--- src/chc_pkg.sv ---
package chc_pkg;

  localparam int HDR_BYTES   = 32;
  localparam int IDX_W       = 6;
  localparam int MAGIC_BYTES = 8;

  // Register indexes on the configuration port.
  typedef enum logic [1:0] {
    REG_EXPECTED_FORMAT      = 2'd0,
    REG_EXPECTED_SCHEMA      = 2'd1,
    REG_EXPECTED_SOURCE_HASH = 2'd2
  } chc_reg_t;

  typedef enum logic [2:0] {
    ST_OK            = 3'd0,
    ST_NOT_CONTAINER = 3'd1,
    ST_FORMAT        = 3'd2,
    ST_SCHEMA        = 3'd3,
    ST_SOURCE        = 3'd4,
    ST_TRUNCATED     = 3'd5
  } chc_status_t;

  // What one accepted item asks the back end to emit.
  typedef enum logic [1:0] {
    OP_PAYLOAD = 2'd0,
    OP_STATUS  = 2'd1,
    OP_BOTH    = 2'd2
  } chc_op_kind_t;

  typedef enum logic {
    BK_FIRST  = 1'b0,
    BK_SECOND = 1'b1
  } chc_back_state_t;

  localparam logic REC_PAYLOAD = 1'b0;
  localparam logic REC_STATUS  = 1'b1;

  typedef struct packed {
    logic [7:0] data_byte;
    logic       has_byte;
    logic       end_of_file;
  } chc_in_t;

  typedef struct packed {
    logic        record_kind;
    logic [7:0]  payload_byte;
    chc_status_t status;
    logic [31:0] header_format;
    logic [31:0] header_schema;
    logic [63:0] header_hash;
    logic [63:0] header_payload_size;
    logic        last_record;
  } chc_out_t;

  typedef struct packed {
    logic [31:0] expected_format;
    logic [31:0] expected_schema;
    logic [63:0] expected_source_hash;
  } chc_cfg_t;

  typedef struct packed {
    logic [31:0] format_word;
    logic [31:0] schema_word;
    logic [63:0] hash_word;
    logic [63:0] length_word;
  } chc_hdr_t;

  typedef struct packed {
    chc_op_kind_t kind;
    logic [7:0]   payload_byte;
    chc_status_t  status;
    chc_hdr_t     hdr;
  } chc_op_t;

  // Queue entry with its valid flag, used for both the push and the head side.
  typedef struct packed {
    logic    valid;
    chc_op_t op;
  } chc_slot_t;

  function automatic logic [7:0] magic_byte(input logic [2:0] idx);
    logic [7:0] b;
    case (idx)
      3'd0:    b = 8'h48;
      3'd1:    b = 8'h50;
      3'd2:    b = 8'h43;
      3'd3:    b = 8'h4F;
      3'd4:    b = 8'h4F;
      3'd5:    b = 8'h4B;
      default: b = 8'h00;
    endcase
    return b;
  endfunction

endpackage

--- src/chc_front.sv ---
module chc_front (
  input  logic               clk,
  input  logic               rst,
  input  logic               in_valid,
  input  chc_pkg::chc_in_t   in_data,
  output logic               in_stall,
  input  chc_pkg::chc_cfg_t  cfg,
  input  logic               queue_full,
  output chc_pkg::chc_slot_t push
);

  logic [chc_pkg::IDX_W-1:0] hdr_index, hdr_index_next;
  logic                      magic_ok, magic_ok_next;
  chc_pkg::chc_hdr_t         words, words_next;
  logic [63:0]               payload_remaining, payload_remaining_next;

  logic                accept;
  logic                take_byte;
  logic                pass_byte;
  chc_pkg::chc_status_t cur_status;
  chc_pkg::chc_status_t eof_status;

  function automatic chc_pkg::chc_status_t header_status(
    input logic [chc_pkg::IDX_W-1:0] idx,
    input logic                      mok,
    input chc_pkg::chc_hdr_t         w,
    input chc_pkg::chc_cfg_t         c
  );
    chc_pkg::chc_status_t st;
    if (idx != chc_pkg::IDX_W'(chc_pkg::HDR_BYTES) || !mok) begin
      st = chc_pkg::ST_NOT_CONTAINER;
    end else if (w.format_word != c.expected_format) begin
      st = chc_pkg::ST_FORMAT;
    end else if (w.schema_word != c.expected_schema) begin
      st = chc_pkg::ST_SCHEMA;
    end else if (w.hash_word != c.expected_source_hash) begin
      st = chc_pkg::ST_SOURCE;
    end else begin
      st = chc_pkg::ST_OK;
    end
    return st;
  endfunction

  assign in_stall   = queue_full;
  assign accept     = in_valid && !queue_full;
  assign cur_status = header_status(hdr_index, magic_ok, words, cfg);
  assign take_byte  = in_data.has_byte && (hdr_index < chc_pkg::IDX_W'(chc_pkg::HDR_BYTES));
  assign pass_byte  = in_data.has_byte && !take_byte && (cur_status == chc_pkg::ST_OK) &&
                      (payload_remaining != 64'd0);

  always_comb begin
    hdr_index_next         = hdr_index;
    magic_ok_next          = magic_ok;
    words_next             = words;
    payload_remaining_next = payload_remaining;

    if (take_byte) begin
      hdr_index_next = hdr_index + 1'b1;
      if (hdr_index < chc_pkg::IDX_W'(chc_pkg::MAGIC_BYTES)) begin
        if (in_data.data_byte != chc_pkg::magic_byte(hdr_index[2:0])) begin
          magic_ok_next = 1'b0;
        end
      end else if (hdr_index < chc_pkg::IDX_W'(12)) begin
        words_next.format_word = {in_data.data_byte, words.format_word[31:8]};
      end else if (hdr_index < chc_pkg::IDX_W'(16)) begin
        words_next.schema_word = {in_data.data_byte, words.schema_word[31:8]};
      end else if (hdr_index < chc_pkg::IDX_W'(24)) begin
        words_next.hash_word = {in_data.data_byte, words.hash_word[63:8]};
      end else begin
        words_next.length_word = {in_data.data_byte, words.length_word[63:8]};
      end
      // The last header byte arms the payload counter with the finished length.
      if (hdr_index == chc_pkg::IDX_W'(chc_pkg::HDR_BYTES - 1)) begin
        payload_remaining_next = {in_data.data_byte, words.length_word[63:8]};
      end
    end else if (pass_byte) begin
      payload_remaining_next = payload_remaining - 64'd1;
    end

    eof_status = header_status(hdr_index_next, magic_ok_next, words_next, cfg);
    if (eof_status == chc_pkg::ST_OK && payload_remaining_next != 64'd0) begin
      eof_status = chc_pkg::ST_TRUNCATED;
    end

    push.valid           = accept && (pass_byte || in_data.end_of_file);
    push.op.payload_byte = in_data.data_byte;
    push.op.status       = eof_status;
    if (pass_byte && in_data.end_of_file) begin
      push.op.kind = chc_pkg::OP_BOTH;
    end else if (pass_byte) begin
      push.op.kind = chc_pkg::OP_PAYLOAD;
    end else begin
      push.op.kind = chc_pkg::OP_STATUS;
    end
    // A file that is too short or has a bad magic reports all header fields as zero.
    if (eof_status == chc_pkg::ST_NOT_CONTAINER) begin
      push.op.hdr = '0;
    end else begin
      push.op.hdr = words_next;
    end
  end

  always_ff @(posedge clk) begin
    if (rst) begin
      hdr_index         <= '0;
      magic_ok          <= 1'b1;
      words             <= '0;
      payload_remaining <= '0;
    end else if (accept) begin
      if (in_data.end_of_file) begin
        hdr_index         <= '0;
        magic_ok          <= 1'b1;
        words             <= '0;
        payload_remaining <= '0;
      end else begin
        hdr_index         <= hdr_index_next;
        magic_ok          <= magic_ok_next;
        words             <= words_next;
        payload_remaining <= payload_remaining_next;
      end
    end
  end

endmodule

--- src/chc_queue.sv ---
module chc_queue #(
  parameter int DEPTH = 2
) (
  input  logic               clk,
  input  logic               rst,
  input  chc_pkg::chc_slot_t push,
  output logic               full,
  output chc_pkg::chc_slot_t head,
  input  logic               pop
);

  localparam int PTR_W = $clog2(DEPTH);
  localparam int CNT_W = $clog2(DEPTH + 1);
  localparam logic [PTR_W-1:0] LAST_PTR = PTR_W'(DEPTH - 1);
  localparam logic [CNT_W-1:0] FULL_CNT = CNT_W'(DEPTH);

  chc_pkg::chc_op_t   entries [DEPTH];
  logic [PTR_W-1:0]   wr_ptr;
  logic [PTR_W-1:0]   rd_ptr;
  logic [CNT_W-1:0]   count;
  logic               do_push;
  logic               do_pop;

  assign full       = (count == FULL_CNT);
  assign head.valid = (count != '0);
  assign head.op    = entries[rd_ptr];
  assign do_push    = push.valid && !full;
  assign do_pop     = pop && head.valid;

  always_ff @(posedge clk) begin
    if (do_push) begin
      entries[wr_ptr] <= push.op;
    end
  end

  always_ff @(posedge clk) begin
    if (rst) begin
      wr_ptr <= '0;
      rd_ptr <= '0;
      count  <= '0;
    end else begin
      if (do_push) begin
        wr_ptr <= (wr_ptr == LAST_PTR) ? '0 : wr_ptr + 1'b1;
      end
      if (do_pop) begin
        rd_ptr <= (rd_ptr == LAST_PTR) ? '0 : rd_ptr + 1'b1;
      end
      if (do_push && !do_pop) begin
        count <= count + 1'b1;
      end else if (do_pop && !do_push) begin
        count <= count - 1'b1;
      end
    end
  end

endmodule

--- src/chc_back.sv ---
module chc_back (
  input  logic               clk,
  input  logic               rst,
  input  chc_pkg::chc_slot_t head,
  output logic               pop,
  output logic               out_valid,
  input  logic               out_stall,
  output chc_pkg::chc_out_t  out_data
);

  chc_pkg::chc_back_state_t state, state_next;
  chc_pkg::chc_out_t        payload_rec;
  chc_pkg::chc_out_t        status_rec;
  chc_pkg::chc_out_t        rec;
  logic                     slot_free;
  logic                     load;

  assign slot_free = !out_valid || !out_stall;

  always_comb begin
    payload_rec              = '0;
    payload_rec.record_kind  = chc_pkg::REC_PAYLOAD;
    payload_rec.payload_byte = head.op.payload_byte;
    payload_rec.status       = chc_pkg::ST_OK;

    status_rec                     = '0;
    status_rec.record_kind         = chc_pkg::REC_STATUS;
    status_rec.status              = head.op.status;
    status_rec.header_format       = head.op.hdr.format_word;
    status_rec.header_schema       = head.op.hdr.schema_word;
    status_rec.header_hash         = head.op.hdr.hash_word;
    status_rec.header_payload_size = head.op.hdr.length_word;
    status_rec.last_record         = 1'b1;
  end

  always_comb begin
    state_next = state;
    pop        = 1'b0;
    load       = 1'b0;
    rec        = payload_rec;
    if (head.valid && slot_free) begin
      case (head.op.kind)
        chc_pkg::OP_PAYLOAD: begin
          load = 1'b1;
          pop  = 1'b1;
        end
        chc_pkg::OP_STATUS: begin
          rec  = status_rec;
          load = 1'b1;
          pop  = 1'b1;
        end
        chc_pkg::OP_BOTH: begin
          // The payload byte goes first, the status record on the next transfer.
          load = 1'b1;
          if (state == chc_pkg::BK_FIRST) begin
            state_next = chc_pkg::BK_SECOND;
          end else begin
            rec        = status_rec;
            pop        = 1'b1;
            state_next = chc_pkg::BK_FIRST;
          end
        end
        default: begin
          pop = 1'b1;
        end
      endcase
    end
  end

  always_ff @(posedge clk) begin
    if (rst) begin
      state <= chc_pkg::BK_FIRST;
    end else begin
      state <= state_next;
    end
  end

  always_ff @(posedge clk) begin
    if (rst) begin
      out_valid <= 1'b0;
    end else if (load) begin
      out_valid <= 1'b1;
    end else if (!out_stall) begin
      out_valid <= 1'b0;
    end
  end

  always_ff @(posedge clk) begin
    if (load) begin
      out_data <= rec;
    end
  end

endmodule

--- src/container_header_checker_core.sv ---
// Container header checker.
// The input channel takes one file byte per transfer (in_data), or a bare end
// marker when has_byte is low; end_of_file marks the last transfer of a file.
// The first 32 bytes are the header; once it has passed its checks, the
// claimed number of payload bytes leaves on the output channel as payload
// records and later bytes are dropped. Every file ends with one status record
// carrying the parsed header fields. Payload records are sent before the
// status is known, so a consumer keeps them only when the status is ok.
// Throughput is one input transfer per cycle while in_stall is low. A result
// goes through the queue into the output register; a transfer with both a
// payload byte and the end of file yields a payload and then a status record.
// The front end parses the header, a short queue of QUEUE_DEPTH entries holds
// pending records, and the back end drives the output register.
// When the receiver stalls, the output register holds its record, the queue
// fills, and in_stall rises once the queue is full.
// Reset restores the expected format (1), schema (0) and source hash (0),
// clears the parse state and empties the queue; the block is ready at once.
// Configuration is written through cfg_write/cfg_index/cfg_data while idle.
module container_header_checker_core #(
  parameter int QUEUE_DEPTH = 2
) (
  input  logic              clk,
  input  logic              rst,
  input  logic              in_valid,
  output logic              in_stall,
  input  chc_pkg::chc_in_t  in_data,
  output logic              out_valid,
  input  logic              out_stall,
  output chc_pkg::chc_out_t out_data,
  input  logic              cfg_write,
  input  logic [1:0]        cfg_index,
  input  logic [63:0]       cfg_data
);

  chc_pkg::chc_cfg_t  cfg;
  chc_pkg::chc_slot_t push;
  chc_pkg::chc_slot_t head;
  logic               q_full;
  logic               pop;

  // Configuration registers; a write to an unused index is ignored.
  always_ff @(posedge clk) begin
    if (rst) begin
      cfg.expected_format      <= 32'd1;
      cfg.expected_schema      <= 32'd0;
      cfg.expected_source_hash <= 64'd0;
    end else if (cfg_write) begin
      case (cfg_index)
        chc_pkg::REG_EXPECTED_FORMAT:      cfg.expected_format      <= cfg_data[31:0];
        chc_pkg::REG_EXPECTED_SCHEMA:      cfg.expected_schema      <= cfg_data[31:0];
        chc_pkg::REG_EXPECTED_SOURCE_HASH: cfg.expected_source_hash <= cfg_data;
        default: begin
        end
      endcase
    end
  end

  chc_front u_front (
    .clk        (clk),
    .rst        (rst),
    .in_valid   (in_valid),
    .in_data    (in_data),
    .in_stall   (in_stall),
    .cfg        (cfg),
    .queue_full (q_full),
    .push       (push)
  );

  chc_queue #(
    .DEPTH (QUEUE_DEPTH)
  ) u_queue (
    .clk  (clk),
    .rst  (rst),
    .push (push),
    .full (q_full),
    .head (head),
    .pop  (pop)
  );

  chc_back u_back (
    .clk       (clk),
    .rst       (rst),
    .head      (head),
    .pop       (pop),
    .out_valid (out_valid),
    .out_stall (out_stall),
    .out_data  (out_data)
  );

  // The front end must never hand a record to a full queue.
  a_no_overflow: assert property (@(posedge clk) disable iff (rst)
    q_full |-> !push.valid)
    else $error("record pushed into a full queue");

  // The back end only takes entries that are present.
  a_pop_valid: assert property (@(posedge clk) disable iff (rst)
    pop |-> head.valid)
    else $error("pop from an empty queue");

  // An input transfer with end of file always produces a status record.
  a_eof_push: assert property (@(posedge clk) disable iff (rst)
    (in_valid && !in_stall && in_data.end_of_file) |-> push.valid)
    else $error("end of file without a status record");

endmodule

--- config.mk ---
export PLATFORM = sky130hd
export DESIGN_NAME = container_header_checker_core
export DESIGN_NICKNAME = d
export VERILOG_FILES = /design/src/chc_pkg.sv /design/src/chc_front.sv /design/src/chc_queue.sv /design/src/chc_back.sv /design/src/container_header_checker_core.sv
export SDC_FILE = /design/constraint.sdc
export NUM_CORES = 2
export LEC_CHECK = 0
export ABC_AREA = 1
export BUFFER_PORTS_ARGS = -buffer_cell sky130_fd_sc_hd__buf_2
export CAP_MARGIN = 20
export CELL_PAD_IN_SITES_DETAIL_PLACEMENT = 1
export CELL_PAD_IN_SITES_GLOBAL_PLACEMENT = 1
export CORE_MARGIN = 1
export CORE_UTILIZATION = 45
export CTS_CLUSTER_SIZE = 20
export DETAILED_ROUTE_END_ITERATION = 8
export PLACE_DENSITY_LB_ADDON = 0.1
export SLEW_MARGIN = 20
export SYNTH_ARGS = -nofsm -noshare
export SYNTH_HDL_FRONTEND = slang
export SYNTH_SLANG_ARGS = --single-unit
export TNS_END_PERCENT = 1
--- constraint.sdc ---
create_clock -name clk -period 19.6 [get_ports clk]
set_input_delay 3.92 -clock clk [delete_from_list [all_inputs] [get_ports clk]]
set_output_delay 3.92 -clock clk [all_outputs]
set_load 0.02 [all_outputs]
==> results.json <==
{
  "tightestPinTransition_ns": 1.141,
  "finalPower_uw": 5778,
  "holdCritStartpoint": "u_front.words[38]",
  "vias": 39770,
  "initial_utilization_pct": 45.39,
  "worst_hold_path.endpoint": "u_front.words[38]",
  "top_layer_used": "met5",
  "wirelength_um": 168600,
  "drive_above_1_share_pct": 10.69,
  "clk_latency_ns": 0.74,
  "finalSetupViolations": 0,
  "synth_ff_type": "edfxtp_1",
  "fin_skew_ns": 0.03689,
  "synth-async-reset-ratio_pct": 0,
  "wl_met1_um": 72390,
  "r2r_slack_ns": 14.27,
  "grt_pass1_vias": 39560,
  "drt_iter0_drc": 3397,
  "required_ns": 20.19,
  "syn_area_mm2": 0.04698,
  "seq_area_frac_synth_pct": 56.21,
  "yosys_warnings": 0,
  "finalNetCount": 5806,
  "synth_edf_count": 614,
  "grt_max_degree": 127,
  "via_per_inst": 5.529,
  "clock_tree.buffer_depth": 3,
  "ant_nets": 0,
  "ir_drop_v": 0.0001063,
  "hpwl_um": 119700,
  "drc_errors": 0,
  "gr-total-overflow": 0,
  "hold_class": "flip-flop to flip-flop",
  "synth.net_count": 5650,
  "io_pins": 288,
  "finalSetupTns_ns": 0,
  "cts_buffers": 109,
  "dp_slack_ns": 11.31,
  "period_needed_ns": 7.691,
  "post_synth.cell_area_avg_um2": 8.449,
  "cts_root_buffer": "clkbuf_16",
  "grt_pass1_wl_um": 250900,
  "wl_met2_um": 80590,
  "r2r_cells": 13,
  "critical_path_class": "input port to flip-flop",
  "clk_pin_slew_ns": 0.06,
  "syn2layout_area_growth_pct": 12.95,
  "fin_util_pct": 51.27,
  "io_buffer_count": 287,
  "rr_endpoint": "u_queue.entries[1][163]",
  "start_kind": "input port",
  "cts_setup_buffers": 0,
  "chipHeight_um": 325.1,
  "die_x_um": 325.1,
  "hold_path_depth": 2,
  "hold_viol": 0,
  "dr_wl_met3_um": 10690,
  "fmax_ghz": 0.1300,
  "gp_congestion": 0.9321,
  "whs_ns": 0.4801,
  "critPathCaptureType": "flip-flop",
  "synth-seq-cells": 1012,
  "r2r-start": "cfg[71]",
  "rows": 118,
  "core_area_mm2": 0.1035,
  "postSynthCellCount": 5560,
  "htreeDepth": 3,
  "run_status": "finished, final reports clean",
  "hold_buffers": 0,
  "powerDensity_mw_per_mm2": 108.9,
  "wire_per_inst_um": 23.44,
  "grt.total_usage_pct": 31.30,
  "clock-sinks": 1012,
  "firstDrtPassIters": 6,
  "worstPathArrival_ns": 8.28,
  "cts_tree": "built",
  "leakage_uw": 0.02104,
  "drv_slew": 0,
  "synth_cell_types": 49,
  "slew_headroom_pct": 23.93,
  "rsz0062_at_grt": "no",
  "path_max_fanout": 53,
  "dieArea_mm2": 0.1057,
  "antenna_found_initial": 12,
  "final.setup.worst_slack_ns": 11.91,
  "postCtsResizedCells": 0,
  "post-route-period-util_pct": 39.24,
  "max_cap_violations": 0
}
[cell type report]
| class | count | area (um2) |
|---|---|---|
| timing repair buffer | 331 | 1775 |
| fill | 12300 | 50440 |
| antenna | 3 | 7.507 |
| multi-input combinational | 3683 | 17330 |
| inverter | 579 | 2206 |
| tap | 1380 | 1727 |
| clock buffer | 138 | 2929 |
| sequential | 1012 | 26410 |
| clock inverter | 67 | 670.6 |
[cell usage in the layout, fill, tap and decap left out, types with 111 or more instances in the layout]
cell and count:
a21oi_1 491, buf_2 286, clkbuf_16 111, dfxtp_1 397, edfxtp_1 614, inv_1 552, nand2_1 1400, nand3_1 135
nor2_1 712, o21ai_0 316, o22ai_1 142, xor2_1 119
[Yosys cell counts, drive strengths merged (12+ instances only)]
cell type	count	area (um2)
a2bb2oi	33	289.0
xnor2	13	113.9
xor2	119	1042
edfxtp	614	18440
nor3	35	211.5
mux2i	19	190.2
nand4	64	400.4
nand3	142	738.2
nand2	1410	5328
clkbuf	240	900.9
nor2	738	2897
o211ai	12	90.09
nor4	15	100.1
buf	46	245.2
dfxtp	398	7968
a21oi	491	2457
o32ai	21	183.9
o21ai	362	1819
inv	574	2160
o22ai	142	888.4
or2	38	237.7
[routing by layer]
| layer | GRT usage (%) | up-vias |
|---|---|---|
| li1 | - | 18660 |
| met1 | 42.58 | 19710 |
| met2 | 51.72 | 1167 |
| met3 | 4.128 | 232 |
| met4 | 9.947 | 8 |
| met5 | 0 | - |
[power by group]
| part | internal (uW) | total, uW | switching, uW | leakage, uW |
|---|---|---|---|---|
| Sequential | 2520 | 2590 | 66.7 | 0.00895 |
| Combinational | 236 | 1090 | 851 | 0.0103 |
| Clock | 1180 | 2100 | 918 | 0.00176 |
| Total | 3940 | 5780 | 1840 | 0.0210 |
[logic make-up after synthesis]
family	synth area share (%)
AO/OA/AOI/OAI	12.37
XOR/XNOR	2.461
adder cells (fa/ha/maj)	0.2397
buffers and inverters	7.077
flip-flops	56.21
multiplexers	0.4049
AND/OR/NAND/NOR	21.23
[worst max-delay path by stage]
stage	from	end	slack, ns	depth (start not counted)
6_report	in_data[1]	u_queue.entries[0][192]	11.91	16
5_1_grt	in_data[1]	u_queue.entries[1][192]	11.71	16
4_1_cts	in_data[1]	u_queue.entries[0][194]	12.11	15
3_5_place_dp	in_data[1]	u_queue.entries[0][194]	11.31	15
3_3_place_gp	in_data[1]	u_queue.entries[0][192]	11.39	14
2_1_floorplan	in_data[1]	u_queue.entries[1][0]	5.25	11
[through the flow]
| stage | std cells | area, um2 |
|---|---|---|
| detailed placement | 6985 | 49450 |
| finish | 7193 | 53060 |
| global placement | 6985 | 49450 |
| floorplan | 5560 | 46980 |
| CTS | 7190 | 53050 |
| global route | 7190 | 53050 |
[critical path: stages]
cell and delay [ns]:
buf_2 0.24, nand2_4 0.39, a21oi_1 0.90, inv_1 0.61
or2_2 0.51, o22ai_1 0.27, xor2_1 0.12, nor3_1 0.17
nand4_1 0.12, nor2_1 0.10, nand2_1 0.06, nor2_1 0.40
nand4_1 0.18, inv_1 0.09, nand2_1 0.09, nand2_1 0.10
[flip-flops by register name, summed over array words and instances (netlist names), 2 cells and up, named ones only]
signal                     count
cfg                          128
u_front.words                192
u_back.out_data              204
u_queue.entries              410
u_queue.count                  2
u_front.payload_remaining     64
u_front.hdr_index              6
Power figures use the tool's default switching activity.
